$ cat src/gbfs_pkg.sv
// Shared constants, types and control bundle for the grid search block.
package gbfs_pkg;

  localparam int unsigned MaxRows = 64;
  localparam int unsigned MaxCols = 64;
  localparam int unsigned RowW    = $clog2(MaxRows);
  localparam int unsigned ColW    = $clog2(MaxCols);
  localparam int unsigned DimW    = 7;
  localparam int unsigned DistW   = 12;
  localparam logic [DistW-1:0] DistMax = '1;

  typedef enum logic {
    CFG_ROWS = 1'b0,
    CFG_COLS = 1'b1
  } cfg_idx_e;

  typedef enum logic {
    ACT_WRITE = 1'b0,
    ACT_QUERY = 1'b1
  } action_e;

  typedef enum logic {
    ST_IDLE   = 1'b0,
    ST_SEARCH = 1'b1
  } state_e;

  typedef struct packed {
    logic               wr_en;
    logic [RowW-1:0]    wr_row;
    logic [ColW-1:0]    wr_col;
    logic               wr_open;
    logic               seed;
    logic [RowW-1:0]    src_row;
    logic [ColW-1:0]    src_col;
    logic               step;
    logic [RowW-1:0]    dst_row;
    logic [ColW-1:0]    dst_col;
    logic [MaxCols-1:0] col_mask;
    logic [DimW-1:0]    row_lim;
  } cell_ctrl_t;

endpackage

$ cat src/gbfs_row_cell.sv
// One grid row: open map, visited mask and one wavefront step per cycle while step is set.
module gbfs_row_cell (
  input  logic                          clk_i,
  input  logic                          rst_ni,
  input  logic [gbfs_pkg::RowW-1:0]     row_idx_i,
  input  gbfs_pkg::cell_ctrl_t          ctrl_i,
  input  logic [gbfs_pkg::MaxCols-1:0]  up_vis_i,
  input  logic [gbfs_pkg::MaxCols-1:0]  dn_vis_i,
  output logic [gbfs_pkg::MaxCols-1:0]  vis_o,
  output logic                          hit_o,
  output logic                          grow_o
);

  logic [gbfs_pkg::MaxCols-1:0] open_q;
  logic [gbfs_pkg::MaxCols-1:0] vis_q, vis_d;
  logic [gbfs_pkg::MaxCols-1:0] fresh;
  logic                         row_en;

  assign row_en = ({1'b0, row_idx_i} < ctrl_i.row_lim);
  assign fresh  = (vis_q | (vis_q << 1) | (vis_q >> 1) | up_vis_i | dn_vis_i)
                  & open_q & ctrl_i.col_mask & ~vis_q & {gbfs_pkg::MaxCols{row_en}};
  assign grow_o = |fresh;
  assign hit_o  = (row_idx_i == ctrl_i.dst_row) && vis_q[ctrl_i.dst_col];
  assign vis_o  = vis_q;

  always_comb begin
    vis_d = vis_q;
    if (ctrl_i.seed) begin
      vis_d = '0;
      if (row_idx_i == ctrl_i.src_row) begin
        vis_d[ctrl_i.src_col] = 1'b1;
      end
    end else if (ctrl_i.step) begin
      vis_d = vis_q | fresh;
    end
  end

  always_ff @(posedge clk_i or negedge rst_ni) begin
    if (!rst_ni) begin
      vis_q <= '0;
    end else begin
      vis_q <= vis_d;
    end
  end

  always_ff @(posedge clk_i) begin
    if (ctrl_i.wr_en && row_idx_i == ctrl_i.wr_row) begin
      open_q[ctrl_i.wr_col] <= ctrl_i.wr_open;
    end
  end

endmodule

$ cat config.mk
export PLATFORM = sky130hd
export DESIGN_NAME = gbfs_row_cell
export DESIGN_NICKNAME = d
export VERILOG_FILES = /design/src/gbfs_pkg.sv /design/src/gbfs_row_cell.sv
export SDC_FILE = /design/constraint.sdc
export NUM_CORES = 1
export LEC_CHECK = 0
export BUFFER_PORTS_ARGS = -buffer_cell sky130_fd_sc_hd__buf_2
export CAP_MARGIN = 15
export CORE_MARGIN = 3
export CORE_UTILIZATION = 40
export CTS_CLUSTER_DIAMETER = 30
export DETAILED_ROUTE_END_ITERATION = 16
export PLACE_DENSITY_LB_ADDON = 0.15
export RECOVER_POWER = 50
export REMOVE_ABC_BUFFERS = 1
export SETUP_SLACK_MARGIN = 0.15
export SKIP_LAST_GASP = 1
export SLEW_MARGIN = 25
export SYNTH_ARGS = -nofsm -noshare
export SYNTH_HDL_FRONTEND = slang
export SYNTH_SLANG_ARGS = --single-unit
export TNS_END_PERCENT = 30
$ cat constraint.sdc
create_clock -name clk_i -period 3.9 [get_ports clk_i]
set_input_delay 0.195 -clock clk_i [delete_from_list [all_inputs] [get_ports clk_i]]
set_output_delay 0.195 -clock clk_i [all_outputs]
set_load 0.005 [all_outputs]
# After elaboration in Yosys (flattened, before gate mapping)
# Index checks and enable logic that the tools add are counted.
# op_classes
shift	0
mux	10
addsub	0
n_div	0
eq_ne	3
n_lt_le_gt_ge	6
bitwise_logic	10
mul	0
reduce_logical	6
# op_table
op	count
AND 64 bit	4
bitwise OR 64 bit	4
two-way mux 64 bit	3
bitwise mux 64 bit	1
inverter 64 bit	1
bitwise OR 64 x 63 -> 64 bit	1
OR reduction 64 bit	1
< comparator 6 x 7 -> 1 bit, second input constant	3
equality test 6 bit	3
demux 1 bit (select 6 bit)	2
>= comparator 6 x 1 -> 1 bit, second input constant	2
< comparator 6 x 7 -> 1 bit	1
binary-select mux 1 bit (select 6 bit)	1
logical AND 1 bit	4
two-way mux 1 bit	3
nonzero test 2 bit	1
# totals
ramBits	0
latch_bits	0
romBits	0
input_bits	247
mem_count	0
output_inout_bits	66
elab_cells	37
regBits	128

# Longest topological paths before layout
# logic_depth
ltp_word	11
depth_mapped	9

# Worst setup path after synthesis
# No wires, ideal clock.
# synth_path
path_kind	input-to-output
from	input ctrl_i[72] (netlist bit)
to	output hit_o
slack_ns	2.113
stages	7
n_path_buf	2
arrival_time_ns	1.592
required_time_ns	3.705
cell_sequence	buf_2 -> buf_6 -> mux4_2 -> mux2i_1 -> nand2_1 -> o211a_1 -> o2bb2ai_1
# synth_between
elab_chain_cells	3
# synth_lines
item	line_no	source
start, declared	gbfs_row_cell.sv:6	input gbfs_pkg::cell_ctrl_t ctrl_i,
binary-select mux 1 bit (select 6 bit)	gbfs_row_cell.sv:23	assign hit_o = (row_idx_i == ctrl_i.dst_row) && vis_q[ctrl_i.dst_col];
two-way mux 1 bit (implied by the code)	gbfs_row_cell.sv:23	
logical AND 1 bit	gbfs_row_cell.sv:23	
end, declared	gbfs_row_cell.sv:10	output logic hit_o,
# No other way between the ends. The select of a mux whose other input is x is not followed.

# Worst setup path after layout
# layout_path
from	register vis_q (netlist bit vis_o[8])
to	output grow_o
# layout_between
elab_chain_cells	9
elab_cells_between_ends	10
classes_between	bitwise: 9; reduce/logical: 1
# layout_lines
item	line_no	source
start, declared	gbfs_row_cell.sv:15	logic [gbfs_pkg::MaxCols-1:0] vis_q, vis_d;
start signal, assigned	gbfs_row_cell.sv:42	vis_q <= vis_d;
bitwise OR 64 bit	gbfs_row_cell.sv:20	assign fresh = (vis_q | (vis_q << 1) | (vis_q >> 1) | up_vis_i | dn_vis_i)
bitwise OR 64 x 63 -> 64 bit	gbfs_row_cell.sv:20	
bitwise OR 64 bit (2 in a row)	gbfs_row_cell.sv:20	
AND 64 bit (2 in a row)	gbfs_row_cell.sv:21	& open_q & ctrl_i.col_mask & ~vis_q & {gbfs_pkg::MaxCols{row_en}};
AND 64 bit (*) (2 in a row)	gbfs_row_cell.sv:21	
OR reduction 64 bit (*)	gbfs_row_cell.sv:22	assign grow_o = |fresh;
end, declared	gbfs_row_cell.sv:11	output logic grow_o
# Mark *: on every way between the ends. The rest lies on a longest branch, timed or not.

==> summary.txt <==
Clocking
  • Root Driver: clkbuf_16
  • Clk pin slew, worst setup/hold paths: 0.06 ns
  • Number of levels the H-tree was split into: 4
  • Count of cells resized by post-cts repair: 0
  • Clock tree buffer depth: 2
  • Buffer count from post-CTS setup fixing: 0
  • Num Clock Sinks: 128
  • Clock tree from TritonCTS: built
  • Clock buffer count from CTS: 17
  • Clock latency on the worst-skew pair: 0.43 ns

Synth
  • Dominant combinational cell family by area after synthesis: simple AND/OR/NAND/NOR gates
  • Most common flop cell mapped by yosys: edfxtp_1
  • Number of distinct library cell variants in the gate-level netlist after synthesis: 48
  • Gate count after technology mapping: 858
  • Mean post-synth cell area: 9.177 sq um
  • Sequential fraction of the synthesis area: 44.75%
  • Compound-gate portion of the synthesized area: 12.90%
  • Number of synthesized register bits: 128
  • Dominant cell by count in the synthesized netlist: nor2_1
  • Cell Area, Synth: 7874 sq um
  • Multiplexer fraction of the synthesized cell area: 5.355%
  • Xor and xnor area share after synthesis: 2.002%
  • Count of flip-flops with a built-in enable after synthesis: 64
  • Yosys synthesis warning count: 0
  • Basic-gate share of the synthesized area counting and, or, nand and nor cells: 30.72%
  • Fraction of synthesis flops using an asynchronous set or reset pin: 50.00%
  • Area fraction of the dominant cell type after synthesis: 24.41%
  • Top cell type by total area after synthesis: edfxtp_1
  • Cell types with the highest counts after synthesis: nor2_1, nand2_1, nor4_1
  • Adder-Cell Fraction of Synth Area: 0.7945%
  • Synth top area cells: edfxtp_1, dfrtp_1, nor4_1

Setup path
  • Peak per-stage delay on the critical path: 0.57 ns
  • Slowest-stage cell, CP: nor4_1
  • Cell type with the highest occurrence count on the critical path: nor4_1
  • Worst setup slack for register-to-register paths: 2.09 ns
  • CP required: 3.70 ns
  • Top Family by Delay on Critical Path: simple AND/OR/NAND/NOR gates
  • Startpoint kind of the worst setup timing path: register
  • Number of buffers and inverters on the critical path: 1
  • Cells along the critical path: nor4_1 -> nor3_1 -> nor4_1 -> nand4_1 -> o41a_1 -> buf_2
  • Max Fanout on Critical Path: 7
  • Capturing element type of the critical path: output port
  • Setup Crit Path Kind: reg2out
  • Arrival time of data at the critical path endpoint: 3.02 ns

Place
  • Gpl congestion: 1.012
  • DP HPWL: 26.59 mm
  • Total placed instance area: 9604 sq um
  • Number of buffer cells added on primary ports: 312

Cells and area
  • Total non-filler cell area in the finished layout: 10190 sq um
  • Register cell area after layout: 3523 sq um
  • Number of nets in the final layout: 1399
  • Number of filler cells placed in the layout: 1883
  • Syn-to-layout area delta: 29.41%
  • Area of combinational cells with multiple inputs: 4078 sq um
  • Final antenna diode count: 0
  • Fraction of layout instances using a drive strength above 1: 31.55%

Global routing
  • GRT Resource Usage Total: 30.98%
  • Vias in the first global route: 8237
  • Pin count of the biggest net entering global routing: 65
  • First-pass GRT wire length: 50.37 mm
  • Initial antenna violation count: 0
  • Overflow left after global routing: 0

STA
  • Max Slew Vio Count: 99
  • Share of the clock period used by the worst path: 82.44%
  • Worst Tran Pin Value: 2.270 ns
  • Setup tns final: 0 ns
  • Fin. Hold Viols: 0
  • Relative max-transition margin: -51.32%
  • Setup repair after global routing missed its margin: false
  • Fin crit period: 3.215 ns
  • Highest clock rate: 311.0 MHz
  • Final Skew: 0.006037 ns
  • Final Setup Violations: 0

Floorplan
  • Placeable core area: 19020 sq um
  • Die area: 21400 sq um
  • Initial core utilization: 41.40%
  • Count of pins on the block boundary: 313
  • Die Y: 146.3 microns
  • Overall die width: 146.3 microns
  • Core Rows: 50

Detailed routing
  • Detailed router's first-iteration violation count: 1091
  • Wirelength per Cell: 24.23 microns
  • Drt drc: 0
  • Drt total wl: 34.41 mm
  • Via/cell ratio: 6.143
  • First-pass iteration count of the detailed router: 5
  • Number of vias in the routed layout: 8723
  • Antenna Nets Post-Route: 0

Outcome
  • Status: finished with violations
  • Failing checks: capacitance limit, slew limit

Hold path
  • Hold WC Path Type: in2reg

Pwr
  • Leakage: 4.127 nW
  • Maximum vdd drop: 0.2805 mV
  • Power density over the cells: 369.9 nW/um^2

Job
  • Max-cap viol count: 2
path summary, 6_finish.rpt:
check | startpoint | end | cells past startpoint
max in group asynchronous | rst_ni | vis_o[62] | 3
worst max-delay path | vis_o[8] | grow_o | 6
worst min-delay path | ctrl_i[87] | vis_o[38] | 2
min in group asynchronous | rst_ni | vis_o[28] | 2
worst min register to register | vis_o[2] | vis_o[2] | 2
worst max register to register | vis_o[8] | vis_o[9] | 4
routing by layer:
layer	track usage (%)	wire length, microns
met1	43.76	13820
met2	48.81	15960
met3	7.107	3898
met4	7.291	732
met5	0	0
logic make-up after synthesis:
family	count (synthesis)
buf+inv	65
compound gates	133
fa+ha+maj	5
flops	128
xor+xnor	18
mux	22
simple gates	487
power breakdown:
group          internal (mW)  switching [mW]
Clock                  0.962           0.680
Sequential              1.45          0.0751
Combinational          0.252           0.348
timing repair:
action / in CTS / in global routing
endpoints found under the hold margin: 32 / 0
hold buffers: 1 / 0
setup endpoints to repair: 0 / 0
state kept, by name, indices dropped and copies added (netlist names):
signal	count
open_q	64
vis_o	64
placed cells by master (no fill, tap or decap), types with 11 or more instances in the layout:
master     count
nor2_1       131
xnor2_1       18
o22ai_1       26
edfxtp_1      64
nor4_1       103
nand4_1       12
inv_1         11
clkbuf_16     17
a211oi_1      59
a221oi_1      32
clkbuf_1      20
mux4_2        16
nand3_1       14
buf_2        292
dfrtp_1       64
nand2_1      111
nor3_1        76
final cells by class:
cell class / count / share of cell area, %
multi-input combinational: 665 / 40.02
sequential: 128 / 34.58
timing repair buffer: 322 / 15.82
clock buffer: 17 / 4.175
tap: 260 / 3.193
clock inverter: 15 / 1.744
inverter: 13 / 0.4789
per-stage QoR:
stage	total power [mW]	instances	util, %	hold slack (ns)	setup slack (ns)
after floorplan	1.784	806	-	-0.1006	1.219
after global placement	2.136	1387	50.50	0.3153	1.208
after detailed placement	2.140	1387	50.50	0.3146	1.228
after CTS	3.763	1420	53.72	0.09549	0.7780
after global routing	3.883	1420	53.58	0.1169	0.7181
final	3.769	1420	53.58	0.1144	0.6849
No activity file was read; power rests on OpenSTA's default activity.
